--- config.mk ---
export PLATFORM = sky130hd
export DESIGN_NAME = checked_frame_receiver
export DESIGN_NICKNAME = d
export VERILOG_FILES = /design/src/design/cfr_pkg.sv /design/src/design/cfr_parser.sv /design/src/design/cfr_readout.sv /design/src/design/checked_frame_receiver.sv
export SDC_FILE = /design/constraint.sdc
export NUM_CORES = 1
export LEC_CHECK = 0
export BUFFER_PORTS_ARGS = -buffer_cell sky130_fd_sc_hd__buf_2
export CORE_MARGIN = 2
export CORE_UTILIZATION = 55
export DETAILED_ROUTE_END_ITERATION = 8
export PLACE_DENSITY = 0.72
export SETUP_SLACK_MARGIN = 0.5
export SYNTH_ARGS = -nofsm -noshare
export SYNTH_HDL_FRONTEND = slang
export SYNTH_SLANG_ARGS = --single-unit
--- constraint.sdc ---
create_clock -name clk -period 6.1 [get_ports clk]
set_clock_uncertainty 0.05 [all_clocks]
set_input_delay 0.915 -clock clk [delete_from_list [all_inputs] [get_ports clk]]
set_output_delay 0.915 -clock clk [all_outputs]
set_load 0.02 [all_outputs]
--- src/design/cfr_pkg.sv ---
`timescale 1ns / 1ps
package cfr_pkg;
  localparam int MAX_PAYLOAD_DEF = 32;
  localparam int ID_BYTES = 1;
  localparam int LEN_BYTES = 2;
  localparam int TYPE_BYTES = 1;
  localparam int LEN_W = LEN_BYTES * 8;

  localparam logic [1:0] MODE_NONE = 2'd0;
  localparam logic [1:0] MODE_XOR8 = 2'd1;
  localparam logic [1:0] MODE_CRC16 = 2'd2;
  localparam logic [1:0] MODE_CRC32 = 2'd3;

  localparam logic [1:0] REG_CHECK_MODE = 2'd0;
  localparam logic [1:0] REG_USE_START = 2'd1;
  localparam logic [1:0] REG_START_VAL = 2'd2;
  localparam logic [1:0] REG_IDLE_LIMIT = 2'd3;

  localparam logic [15:0] POLY16_REFL = 16'hA001;
  localparam logic [31:0] POLY32_REFL = 32'hEDB88320;

  typedef struct packed {
    logic       command;
    logic [7:0] byte_in;
  } in_item_t;

  typedef struct packed {
    logic [7:0] frame_ident;
    logic [7:0] frame_kind;
    logic [5:0] frame_length;
    logic [7:0] payload_byte;
    logic       last;
  } out_item_t;

  typedef struct packed {
    logic [1:0]  check_mode;
    logic        use_start_byte;
    logic [7:0]  start_byte_value;
    logic [15:0] idle_limit;
  } cfg_regs_t;

  // Request from the parser to read out a verified frame.
  typedef struct packed {
    logic             go;
    logic [7:0]       ident;
    logic [7:0]       kind;
    logic [LEN_W-1:0] length;
  } emit_req_t;

  function automatic logic [2:0] check_bytes(input logic [1:0] mode);
    unique case (mode)
      MODE_NONE:  check_bytes = 3'd0;
      MODE_XOR8:  check_bytes = 3'd1;
      MODE_CRC16: check_bytes = 3'd2;
      default:    check_bytes = 3'd4;
    endcase
  endfunction

  function automatic logic [31:0] check_mask(input logic [1:0] mode);
    unique case (mode)
      MODE_NONE:  check_mask = 32'h0;
      MODE_XOR8:  check_mask = 32'hFF;
      MODE_CRC16: check_mask = 32'hFFFF;
      default:    check_mask = 32'hFFFFFFFF;
    endcase
  endfunction

  function automatic logic [31:0] check_init(input logic [1:0] mode);
    check_init = (mode == MODE_CRC32) ? 32'hFFFFFFFF : 32'h0;
  endfunction

  // One byte into the running check; the CRC modes take eight bit steps on a 32-bit value.
  function automatic logic [31:0] check_add(input logic [1:0] mode,
                                            input logic [31:0] c_in,
                                            input logic [7:0] b);
    logic [31:0] c;
    c = c_in;
    unique case (mode)
      MODE_XOR8: check_add = {24'h0, c[7:0] ^ b};
      MODE_CRC16: begin
        c = {16'h0, c[15:0] ^ {8'h0, b}};
        for (int i = 0; i < 8; i++) begin
          c = c[0] ? ((c >> 1) ^ {16'h0, POLY16_REFL}) : (c >> 1);
        end
        check_add = c;
      end
      MODE_CRC32: begin
        c = c ^ {24'h0, b};
        for (int i = 0; i < 8; i++) begin
          c = c[0] ? ((c >> 1) ^ POLY32_REFL) : (c >> 1);
        end
        check_add = c;
      end
      default: check_add = 32'h0;
    endcase
  endfunction

  function automatic logic [31:0] check_final(input logic [1:0] mode,
                                              input logic [31:0] c);
    unique case (mode)
      MODE_XOR8:  check_final = {24'h0, ~c[7:0]};
      MODE_CRC16: check_final = {16'h0, c[15:0]};
      MODE_CRC32: check_final = ~c;
      default:    check_final = 32'h0;
    endcase
  endfunction
endpackage

--- src/design/cfr_parser.sv ---
`timescale 1ns / 1ps
module cfr_parser #(
  parameter int MAX_PAYLOAD = cfr_pkg::MAX_PAYLOAD_DEF,
  parameter int AW = $clog2(MAX_PAYLOAD)
) (
  input  logic                 clk,
  input  logic                 rst,
  input  logic                 take,
  input  cfr_pkg::in_item_t    item,
  input  cfr_pkg::cfg_regs_t   cfg,
  output logic                 wr_en,
  output logic [AW-1:0]        wr_addr,
  output logic [7:0]           wr_data,
  output cfr_pkg::emit_req_t   req
);
  localparam int LW = cfr_pkg::LEN_W;
  localparam bit ID_DONE_FIRST = (cfr_pkg::ID_BYTES <= 1);

  typedef enum logic [6:0] {
    PH_START  = 7'b0000001,
    PH_IDENT  = 7'b0000010,
    PH_LEN    = 7'b0000100,
    PH_KIND   = 7'b0001000,
    PH_HCHECK = 7'b0010000,
    PH_DATA   = 7'b0100000,
    PH_DCHECK = 7'b1000000
  } phase_t;

  phase_t      phase, phase_next;
  logic [15:0] byte_count, byte_count_next;
  logic [7:0]  held_ident, held_ident_next, held_kind, held_kind_next;
  logic [LW-1:0] held_length, held_length_next;
  logic [31:0] running_check, running_check_next, received_check, received_check_next;
  logic        discard_flag, discard_flag_next;
  logic [15:0] idle_ticks, idle_ticks_next;

  logic [7:0]  c;
  logic [2:0]  nchk;
  logic [31:0] rc_shift;
  logic        chk_ok;
  phase_t      ph;
  logic [15:0] cnt1;
  logic        len_over;

  assign c = item.byte_in;
  assign nchk = cfr_pkg::check_bytes(cfg.check_mode);
  assign rc_shift = {received_check[23:0], c};
  assign chk_ok = ((cfr_pkg::check_final(cfg.check_mode, running_check)
                    ^ rc_shift) & cfr_pkg::check_mask(cfg.check_mode)) == 32'h0;
  assign len_over = {{(32-LW){1'b0}}, held_length} > 32'(MAX_PAYLOAD);
  assign cnt1 = byte_count + 16'd1;

  always_comb begin
    phase_next = phase;
    byte_count_next = byte_count;
    held_ident_next = held_ident;
    held_kind_next = held_kind;
    held_length_next = held_length;
    running_check_next = running_check;
    received_check_next = received_check;
    discard_flag_next = discard_flag;
    idle_ticks_next = idle_ticks;
    wr_en = 1'b0;
    wr_addr = byte_count[AW-1:0];
    wr_data = c;
    req.go = 1'b0;
    req.ident = held_ident;
    req.kind = held_kind;
    req.length = held_length;
    ph = phase;
    if (take) begin
      if (item.command) begin
        if (idle_ticks < cfg.idle_limit) idle_ticks_next = idle_ticks + 16'd1;
      end else begin
        if (idle_ticks >= cfg.idle_limit) ph = PH_START;
        idle_ticks_next = 16'd0;
        // Leaving the start phase: either a matching start byte or none used.
        if (ph == PH_START && (!cfg.use_start_byte || c == cfg.start_byte_value)) begin
          running_check_next = cfr_pkg::check_init(cfg.check_mode);
          if (cfg.use_start_byte) begin
            running_check_next = cfr_pkg::check_add(cfg.check_mode,
                                   running_check_next, cfg.start_byte_value);
          end
          discard_flag_next = 1'b0;
          byte_count_next = 16'd0;
          phase_next = PH_IDENT;
          if (!cfg.use_start_byte) begin
            // The byte itself is the first ID byte.
            running_check_next = cfr_pkg::check_add(cfg.check_mode,
                                   running_check_next, c);
            held_ident_next = c;
            if (ID_DONE_FIRST) phase_next = PH_LEN;
            else byte_count_next = 16'd1;
          end
        end else begin
          unique case (ph)
            PH_START: phase_next = PH_START;
            PH_IDENT: begin
              running_check_next = cfr_pkg::check_add(cfg.check_mode, running_check, c);
              held_ident_next = c;
              byte_count_next = cnt1;
              phase_next = PH_IDENT;
              if (cnt1 >= 16'(cfr_pkg::ID_BYTES)) begin
                phase_next = PH_LEN;
                byte_count_next = 16'd0;
              end
            end
            PH_LEN: begin
              running_check_next = cfr_pkg::check_add(cfg.check_mode, running_check, c);
              held_length_next = LW'({held_length, c});
              byte_count_next = cnt1;
              phase_next = PH_LEN;
              if (cnt1 >= 16'(cfr_pkg::LEN_BYTES)) begin
                phase_next = PH_KIND;
                byte_count_next = 16'd0;
              end
            end
            PH_KIND: begin
              running_check_next = cfr_pkg::check_add(cfg.check_mode, running_check, c);
              held_kind_next = c;
              byte_count_next = cnt1;
              phase_next = PH_KIND;
              if (cnt1 >= 16'(cfr_pkg::TYPE_BYTES)) begin
                byte_count_next = 16'd0;
                if (nchk != 3'd0) begin
                  phase_next = PH_HCHECK;
                  received_check_next = 32'h0;
                end else if (held_length == '0) begin
                  phase_next = PH_START;
                  req.go = 1'b1;
                end else begin
                  phase_next = PH_DATA;
                  running_check_next = cfr_pkg::check_init(cfg.check_mode);
                  discard_flag_next = len_over;
                end
              end
            end
            PH_HCHECK: begin
              received_check_next = rc_shift;
              byte_count_next = cnt1;
              phase_next = PH_HCHECK;
              if (cnt1 >= {13'd0, nchk}) begin
                byte_count_next = 16'd0;
                if (!chk_ok) phase_next = PH_START;
                else if (held_length == '0) begin
                  phase_next = PH_START;
                  req.go = 1'b1;
                end else begin
                  phase_next = PH_DATA;
                  running_check_next = cfr_pkg::check_init(cfg.check_mode);
                  discard_flag_next = len_over;
                end
              end
            end
            PH_DATA: begin
              if (!discard_flag) begin
                running_check_next = cfr_pkg::check_add(cfg.check_mode, running_check, c);
                wr_en = byte_count < 16'(MAX_PAYLOAD);
              end
              byte_count_next = cnt1;
              phase_next = PH_DATA;
              if ({{(32-16){1'b0}}, cnt1} >= {{(32-LW){1'b0}}, held_length}) begin
                byte_count_next = 16'd0;
                if (nchk != 3'd0) begin
                  phase_next = PH_DCHECK;
                  received_check_next = 32'h0;
                end else begin
                  phase_next = PH_START;
                  req.go = !discard_flag;
                end
              end
            end
            PH_DCHECK: begin
              received_check_next = rc_shift;
              byte_count_next = cnt1;
              phase_next = PH_DCHECK;
              if (cnt1 >= {13'd0, nchk}) begin
                byte_count_next = 16'd0;
                phase_next = PH_START;
                req.go = !discard_flag && chk_ok;
              end
            end
            default: phase_next = PH_START;
          endcase
        end
      end
    end
    req.ident = held_ident_next;
    req.kind = held_kind_next;
    req.length = held_length_next;
  end

  always_ff @(posedge clk) begin
    if (rst) begin
      phase <= PH_START;
      byte_count <= '0;
      held_ident <= '0;
      held_kind <= '0;
      held_length <= '0;
      running_check <= '0;
      received_check <= '0;
      discard_flag <= 1'b0;
      idle_ticks <= '0;
    end else begin
      phase <= phase_next;
      byte_count <= byte_count_next;
      held_ident <= held_ident_next;
      held_kind <= held_kind_next;
      held_length <= held_length_next;
      running_check <= running_check_next;
      received_check <= received_check_next;
      discard_flag <= discard_flag_next;
      idle_ticks <= idle_ticks_next;
    end
  end

  a_idle_sat: assert property (@(posedge clk) disable iff (rst)
    $past(!rst) && $past(cfg.idle_limit) == cfg.idle_limit
    && $past(idle_ticks) <= cfg.idle_limit |-> idle_ticks <= cfg.idle_limit)
    else $error("idle counter passed its limit");
  a_wr_data: assert property (@(posedge clk) disable iff (rst)
    wr_en |-> phase == PH_DATA && !discard_flag)
    else $error("payload write outside data phase");
  a_go_byte: assert property (@(posedge clk) disable iff (rst)
    req.go |-> take && !item.command)
    else $error("frame emitted without a byte");
endmodule

--- src/design/cfr_readout.sv ---
`timescale 1ns / 1ps
module cfr_readout #(
  parameter int MAX_PAYLOAD = cfr_pkg::MAX_PAYLOAD_DEF,
  parameter int AW = $clog2(MAX_PAYLOAD)
) (
  input  logic                clk,
  input  logic                rst,
  input  logic                wr_en,
  input  logic [AW-1:0]       wr_addr,
  input  logic [7:0]          wr_data,
  input  cfr_pkg::emit_req_t  req,
  output logic                busy,
  output logic                out_valid,
  output cfr_pkg::out_item_t  out_item,
  input  logic                out_stall
);
  localparam int CW = $clog2(MAX_PAYLOAD + 1);
  localparam int LW = cfr_pkg::LEN_W;

  logic [7:0] mem [MAX_PAYLOAD];
  logic [7:0] rd_data;
  logic [AW-1:0] rd_addr;

  logic          active;          // reading the stored payload
  logic          rd_pend;         // a read issued last cycle
  logic [CW-1:0] issue_cnt, total;
  logic          pend_last;
  logic [7:0]    h_ident, h_kind;
  logic [5:0]    h_len;
  logic          slot_free;

  assign slot_free = !out_valid || !out_stall;
  // One read in flight at most; issue only when the output slot will be free.
  logic issue;
  assign issue = active && !rd_pend && slot_free;
  assign rd_addr = issue_cnt[AW-1:0];
  assign busy = active || rd_pend || out_valid;

  always_ff @(posedge clk) begin
    if (wr_en) mem[wr_addr] <= wr_data;
    if (issue) rd_data <= mem[rd_addr];
  end

  always_ff @(posedge clk) begin
    if (rst) begin
      active <= 1'b0;
      rd_pend <= 1'b0;
      out_valid <= 1'b0;
      issue_cnt <= '0;
    end else begin
      if (out_valid && !out_stall) out_valid <= 1'b0;
      rd_pend <= issue;
      if (rd_pend) begin
        out_valid <= 1'b1;
        out_item.frame_ident <= h_ident;
        out_item.frame_kind <= h_kind;
        out_item.frame_length <= h_len;
        out_item.payload_byte <= rd_data;
        out_item.last <= pend_last;
      end
      if (issue) begin
        issue_cnt <= issue_cnt + CW'(1);
        pend_last <= (issue_cnt + CW'(1)) == total;
        if ((issue_cnt + CW'(1)) == total) active <= 1'b0;
      end
      if (req.go) begin
        h_ident <= req.ident;
        h_kind <= req.kind;
        h_len <= req.length[5:0];
        issue_cnt <= '0;
        if (req.length == '0) begin
          out_valid <= 1'b1;
          out_item.frame_ident <= req.ident;
          out_item.frame_kind <= req.kind;
          out_item.frame_length <= '0;
          out_item.payload_byte <= '0;
          out_item.last <= 1'b1;
        end else begin
          active <= 1'b1;
          total <= ({{(32-LW){1'b0}}, req.length} > 32'(MAX_PAYLOAD))
                   ? CW'(MAX_PAYLOAD) : CW'(req.length);
        end
      end
    end
  end

  a_go_idle: assert property (@(posedge clk) disable iff (rst)
    req.go |-> !active && !rd_pend)
    else $error("frame request while reading out");
  a_pend_slot: assert property (@(posedge clk) disable iff (rst)
    rd_pend |-> !out_valid)
    else $error("read data arrived with output slot full");
  a_last_stop: assert property (@(posedge clk) disable iff (rst)
    out_valid && out_item.last && !out_stall |-> !active)
    else $error("readout continues past last item");
endmodule

--- src/design/checked_frame_receiver.sv ---
`timescale 1ns / 1ps
// Serial frame receiver. Each input item is a received byte or a timer tick;
// bytes are parsed as optional start byte, ID, big-endian length, type, a
// header check, the payload and a payload check (none, inverted XOR-8,
// CRC-16/ARC or CRC-32). The parser takes a new item whenever the block is not
// busy. A verified frame is stored in a small payload memory during the data
// phase and then read out one result item per payload byte (or a single item
// for an empty frame); during readout the input is stalled, and the results
// come out one at a time because the memory read is registered and only one
// read is kept in flight. Configuration registers: 0 check mode, 1 use
// start byte, 2 start byte value, 3 idle limit; write them only while the
// block is idle.
module checked_frame_receiver #(
  parameter int MAX_PAYLOAD = cfr_pkg::MAX_PAYLOAD_DEF
) (
  input  logic               clk,
  input  logic               rst,
  input  logic               in_valid,
  output logic               in_stall,
  input  cfr_pkg::in_item_t  in_item,
  output logic               out_valid,
  input  logic               out_stall,
  output cfr_pkg::out_item_t out_item,
  input  logic               cfg_valid,
  output logic               cfg_ready,
  input  logic [1:0]         cfg_index,
  input  logic [31:0]        cfg_data
);
  localparam int AW = (MAX_PAYLOAD > 1) ? $clog2(MAX_PAYLOAD) : 1;

  cfr_pkg::cfg_regs_t  cfg;
  cfr_pkg::emit_req_t  req;
  logic                busy, take, wr_en;
  logic [AW-1:0]       wr_addr;
  logic [7:0]          wr_data;

  // The parser waits while a verified frame is being read out.
  assign in_stall = busy;
  assign take = in_valid && !busy;
  assign cfg_ready = 1'b1;

  always_ff @(posedge clk) begin
    if (rst) begin
      cfg.check_mode <= cfr_pkg::MODE_CRC16;
      cfg.use_start_byte <= 1'b1;
      cfg.start_byte_value <= 8'd1;
      cfg.idle_limit <= 16'd10;
    end else if (cfg_valid) begin
      unique case (cfg_index)
        cfr_pkg::REG_CHECK_MODE: cfg.check_mode <= cfg_data[1:0];
        cfr_pkg::REG_USE_START:  cfg.use_start_byte <= cfg_data[0];
        cfr_pkg::REG_START_VAL:  cfg.start_byte_value <= cfg_data[7:0];
        default:                 cfg.idle_limit <= cfg_data[15:0];
      endcase
    end
  end

  cfr_parser #(.MAX_PAYLOAD(MAX_PAYLOAD), .AW(AW)) u_parser (
    .clk, .rst, .take, .item(in_item), .cfg,
    .wr_en, .wr_addr, .wr_data, .req
  );

  cfr_readout #(.MAX_PAYLOAD(MAX_PAYLOAD), .AW(AW)) u_readout (
    .clk, .rst, .wr_en, .wr_addr, .wr_data, .req, .busy,
    .out_valid, .out_item, .out_stall
  );

  a_no_take_busy: assert property (@(posedge clk) disable iff (rst)
    req.go |=> in_stall)
    else $error("input not held after a frame was verified");
endmodule

==> impl_metrics.ini <==
[timing]
aggregate_negative_setup_slack_ns = 0
timing.final.crit_period_ns = 5.23
max_freq_mhz = 191
rsz0062_at_grt = false
finalWorstSetupSlack_ns = 0.870
finalSetupViolations = 0
final_hold_viol_count = 0
slew_headroom_pct = 21.5
least_margin_pin_slew_ns = 1.18
period_share_pct = 85.7
fin_worst_hold_slack_ns = 0.412
timing.final.max_slew_violations = 0

[floorplanning]
ios = 82
die-height_um = 219
fp.dieArea_mm2 = 0.0478
core_area_mm2 = 0.0454
initial_utilization_pct = 55.8
placement_rows = 78
die_w_um = 219

[placed_design]
place.detailed.hpwl_um = 42600
gpl.final_weighted_congestion = 0.935
detailedPlace.worstSlack_ns = 0.974
placement.cell_area_mm2 = 0.0260
port_buffers = 64

[logic_synthesis]
synth_cell_type_count = 105
synthArstFlopShare_pct = 0
synth_seq_cells = 488
ys_dominant_reg_cell = sky130_fd_sc_hd__edfxtp_1
post_synth_inst_count = 2200
synth_top_cell_by_area = sky130_fd_sc_hd__edfxtp_1
yosys_warnings = 0
post_synth_main_area_contributors = sky130_fd_sc_hd__edfxtp_1 38%, sky130_fd_sc_hd__dfxtp_1 13%, sky130_fd_sc_hd__mux4_2 7.4%
synth_nets = 2294
synth_top_cell_area_share_pct = 38.4
syn-cell-area_mm2 = 0.0253
synth_enable_flop_cells = 324
synth.avg_cell_area_um2 = 11.5
synth_seq_area_share_pct = 51.4

[routing]
drt_drc_violations_left = 0
route.final.wire_length_um = 64600
met3_wirelength_um = 5900
dr.first_iter.drc_count = 1987
highest-signal-layer = met5
wl_met2_um = 29000
detailed_router_iteration_count_before_antenna_repair = 6
viasPerCell = 6.22
met1Wirelength_um = 27900
detailroute.via_count = 17800
avgRoutedWirePerCell_um = 22.6
postRouteAntennaNets = 0

[grt]
grt_antenna_before_repair = 2
grt_max_degree = 78
gr-usage-all-layers_pct = 27.3
globalRouteOverflowTotal = 0
first_pass_grt_wire_length_um = 99600
grt_pass1_vias = 17300

[finish]
final.fill_count = 3546
final-seq-area_mm2 = 0.0130
layout.cell_area.non_filler_mm2 = 0.0276
antenna_cells = 0
layout-drive-gt1-share_pct = 15.1
area_of_combinational_cells_with_multiple_inputs_mm2 = 0.0113
area.growth.synth_to_final_pct = 8.97
nets = 2308

[worst_setup_path]
r2r-start = u_parser.byte_count[0]
critPathRequiredTime_ns = 6.36
worstSetupPathType = reg2reg
crit_buf_inv = 1
crit_path_end_kind = flip-flop
start_kind = flip-flop
slowest_delay_ns = 0.57
worst-path-max-fanout = 23
worstPathArrival_ns = 5.49
cpLargestDelayFamily = simple AND/OR/NAND/NOR gates
crit_chain = ha_1, nand4_1, or3_1, xnor2_1, ha_1, and3_1, a31oi_1, nor2_1, a211oi_1, o21ai_0, a21oi_1, nor4_1, a311oi_1, nor3_2, buf_4, and2_1
slowest_cell_on_the_critical_path = sky130_fd_sc_hd__or3_1
flop_to_flop_setup_slack_ns = 0.87
critPathLaunch = u_parser.byte_count[0]
critical-path-top-cell-by-count = sky130_fd_sc_hd__ha_1

[worst_hold_path]
holdCritPathClass = reg2reg
hold_path.startpoint = cfg[2]

[cts]
clock_latency_ns = 0.61
cts-htree-levels = 2
register_clock_pin_slew_on_the_reported_worst_setup_and_hold_paths_ns = 0.06
cts-hold-fix-buffers = 0
tritoncts = yes
cts.path.max_buffers = 3
cts_resized = 0
postCtsSetupBuffers = 0
cts_root_buffer = sky130_fd_sc_hd__clkbuf_16
number_of_cts_inserted_buffers = 49
clock_sinks = 488

[flow_run]
maxCapViolations = 0

[power]
p_total_w = 0.00736
peakVddDrop_v = 0.000252
pwr_density_cell_mw_per_mm2 = 267
static_leak_nw = 9.74

[status]
run_status = finished clean
## layout by cell type, fill, tap and decap left out, types with 34 or more instances in the layout
cell / count
sky130_fd_sc_hd__dfxtp_1: 158
sky130_fd_sc_hd__nand2_1: 189
sky130_fd_sc_hd__inv_1: 75
sky130_fd_sc_hd__xnor2_1: 146
sky130_fd_sc_hd__clkbuf_16: 50
sky130_fd_sc_hd__buf_2: 63
sky130_fd_sc_hd__xor2_1: 75
sky130_fd_sc_hd__nor3_1: 34
sky130_fd_sc_hd__mux4_2: 83
sky130_fd_sc_hd__nor2_1: 194
sky130_fd_sc_hd__mux2i_1: 51
sky130_fd_sc_hd__o21ai_0: 48
sky130_fd_sc_hd__buf_4: 44
sky130_fd_sc_hd__a21oi_1: 150
sky130_fd_sc_hd__ha_1: 46
sky130_fd_sc_hd__edfxtp_1: 324
sky130_fd_sc_hd__nand3_1: 70
## worst paths after layout
check             depth (start not counted)                  to
hold / removal                            2              cfg[2]
hold reg to reg                           2              cfg[2]
setup reg to reg                         16  u_readout.total[4]
setup / recovery                         16  u_readout.total[4]
## per-stage QoR
step | utilization (%) | std cells
final | 60.8 | 2854
after global routing | 60.8 | 2854
after CTS | 60.8 | 2854
after detailed placement | 57.4 | 2763
after global placement | 57.4 | 2763
after floorplan | - | 2200
## flip-flops by register name, indices dropped and copies added (netlist names)
name,count
u_parser.phase,7
u_readout.h_ident,8
u_readout.mem,256
u_readout.pend_last,1
u_readout.total,6
u_parser.held_kind,8
u_readout.rd_data,8
u_parser.byte_count,16
u_readout.issue_cnt,6
u_readout.active,1
u_readout.rd_pend,1
u_parser.discard_flag,1
u_parser.idle_ticks,16
u_readout.out_item,31
u_readout.h_kind,8
cfg,27
u_readout.out_valid,1
u_readout.h_len,6
u_parser.held_length,16
u_parser.held_ident,8
u_parser.running_check,32
u_parser.received_check,24
## synth_stat cells (all sizes together), types with 4 or more instances
cell / number
o31ai: 6
o311ai: 6
xnor2: 155
nand2b: 7
a22oi: 10
a31oi: 13
o2111ai: 9
a211o: 4
a211oi: 32
nand3b: 12
edfxtp: 324
a311oi: 6
o22ai: 6
a21o: 8
inv: 79
clkbuf: 99
a221oi: 6
buf: 45
o21a: 6
a21oi: 151
xnor3: 8
nor2: 195
and3: 15
xor2: 78
mux2i: 51
nor4: 22
nor3b: 12
o211ai: 16
and2: 10
a2111oi: 5
or2: 9
nor3: 35
mux2: 13
mux4: 84
dfxtp: 164
nand4: 17
a32oi: 4
or3: 11
nand3: 70
nand2: 190
o21ai: 76
or4: 7
nor2b: 27
ha: 46
a22o: 7
## worst min-delay path, delay by kind of cell (launching register included)
family          cells  cell delay [ns]
simple gates        1             0.05
compound gates      1             0.05
flops               1             0.31
## where the power goes
group / total, W / switching, W / internal, W / leakage [nW]
Clock: 0.00289 / 0.00129 / 0.00160 / 0.752
Sequential: 0.00357 / 0.0000257 / 0.00354 / 4.29
Combinational: 0.000903 / 0.000537 / 0.000365 / 4.70
Total: 0.00736 / 0.00186 / 0.00551 / 9.74
## final cells by class
cell class | instances | area share, %
tap | 600 | 2.72
timing repair buffer | 107 | 2.34
clock buffer | 64 | 4.81
multi-input combinational | 1489 | 41.1
sequential | 488 | 47.2
inverter | 79 | 1.08
clock inverter | 27 | 0.794
## routing by layer
metal / GRT usage (%) / vias up
met1: 39.4 / 8716
met3: 5.93 / 133
met2: 41.0 / 830
li1: - / 8082
met5: 0 / -
met4: 8.96 / 4
## cell families (layout without fill, tap and decap cells)
logic type	count (synthesis)	count (layout)	synth area share (%)
AO/OA/AOI/OAI	400	400	10.5
XOR/XNOR	244	244	9.62
adder cells (fa/ha/maj)	46	46	2.27
buffers and inverters	223	277	4.11
flip-flops	488	488	51.4
multiplexers	148	148	10.1
other	1	1	0.0148
AND/OR/NAND/NOR	650	650	12.0
No activity file was read; power rests on OpenSTA's default activity.
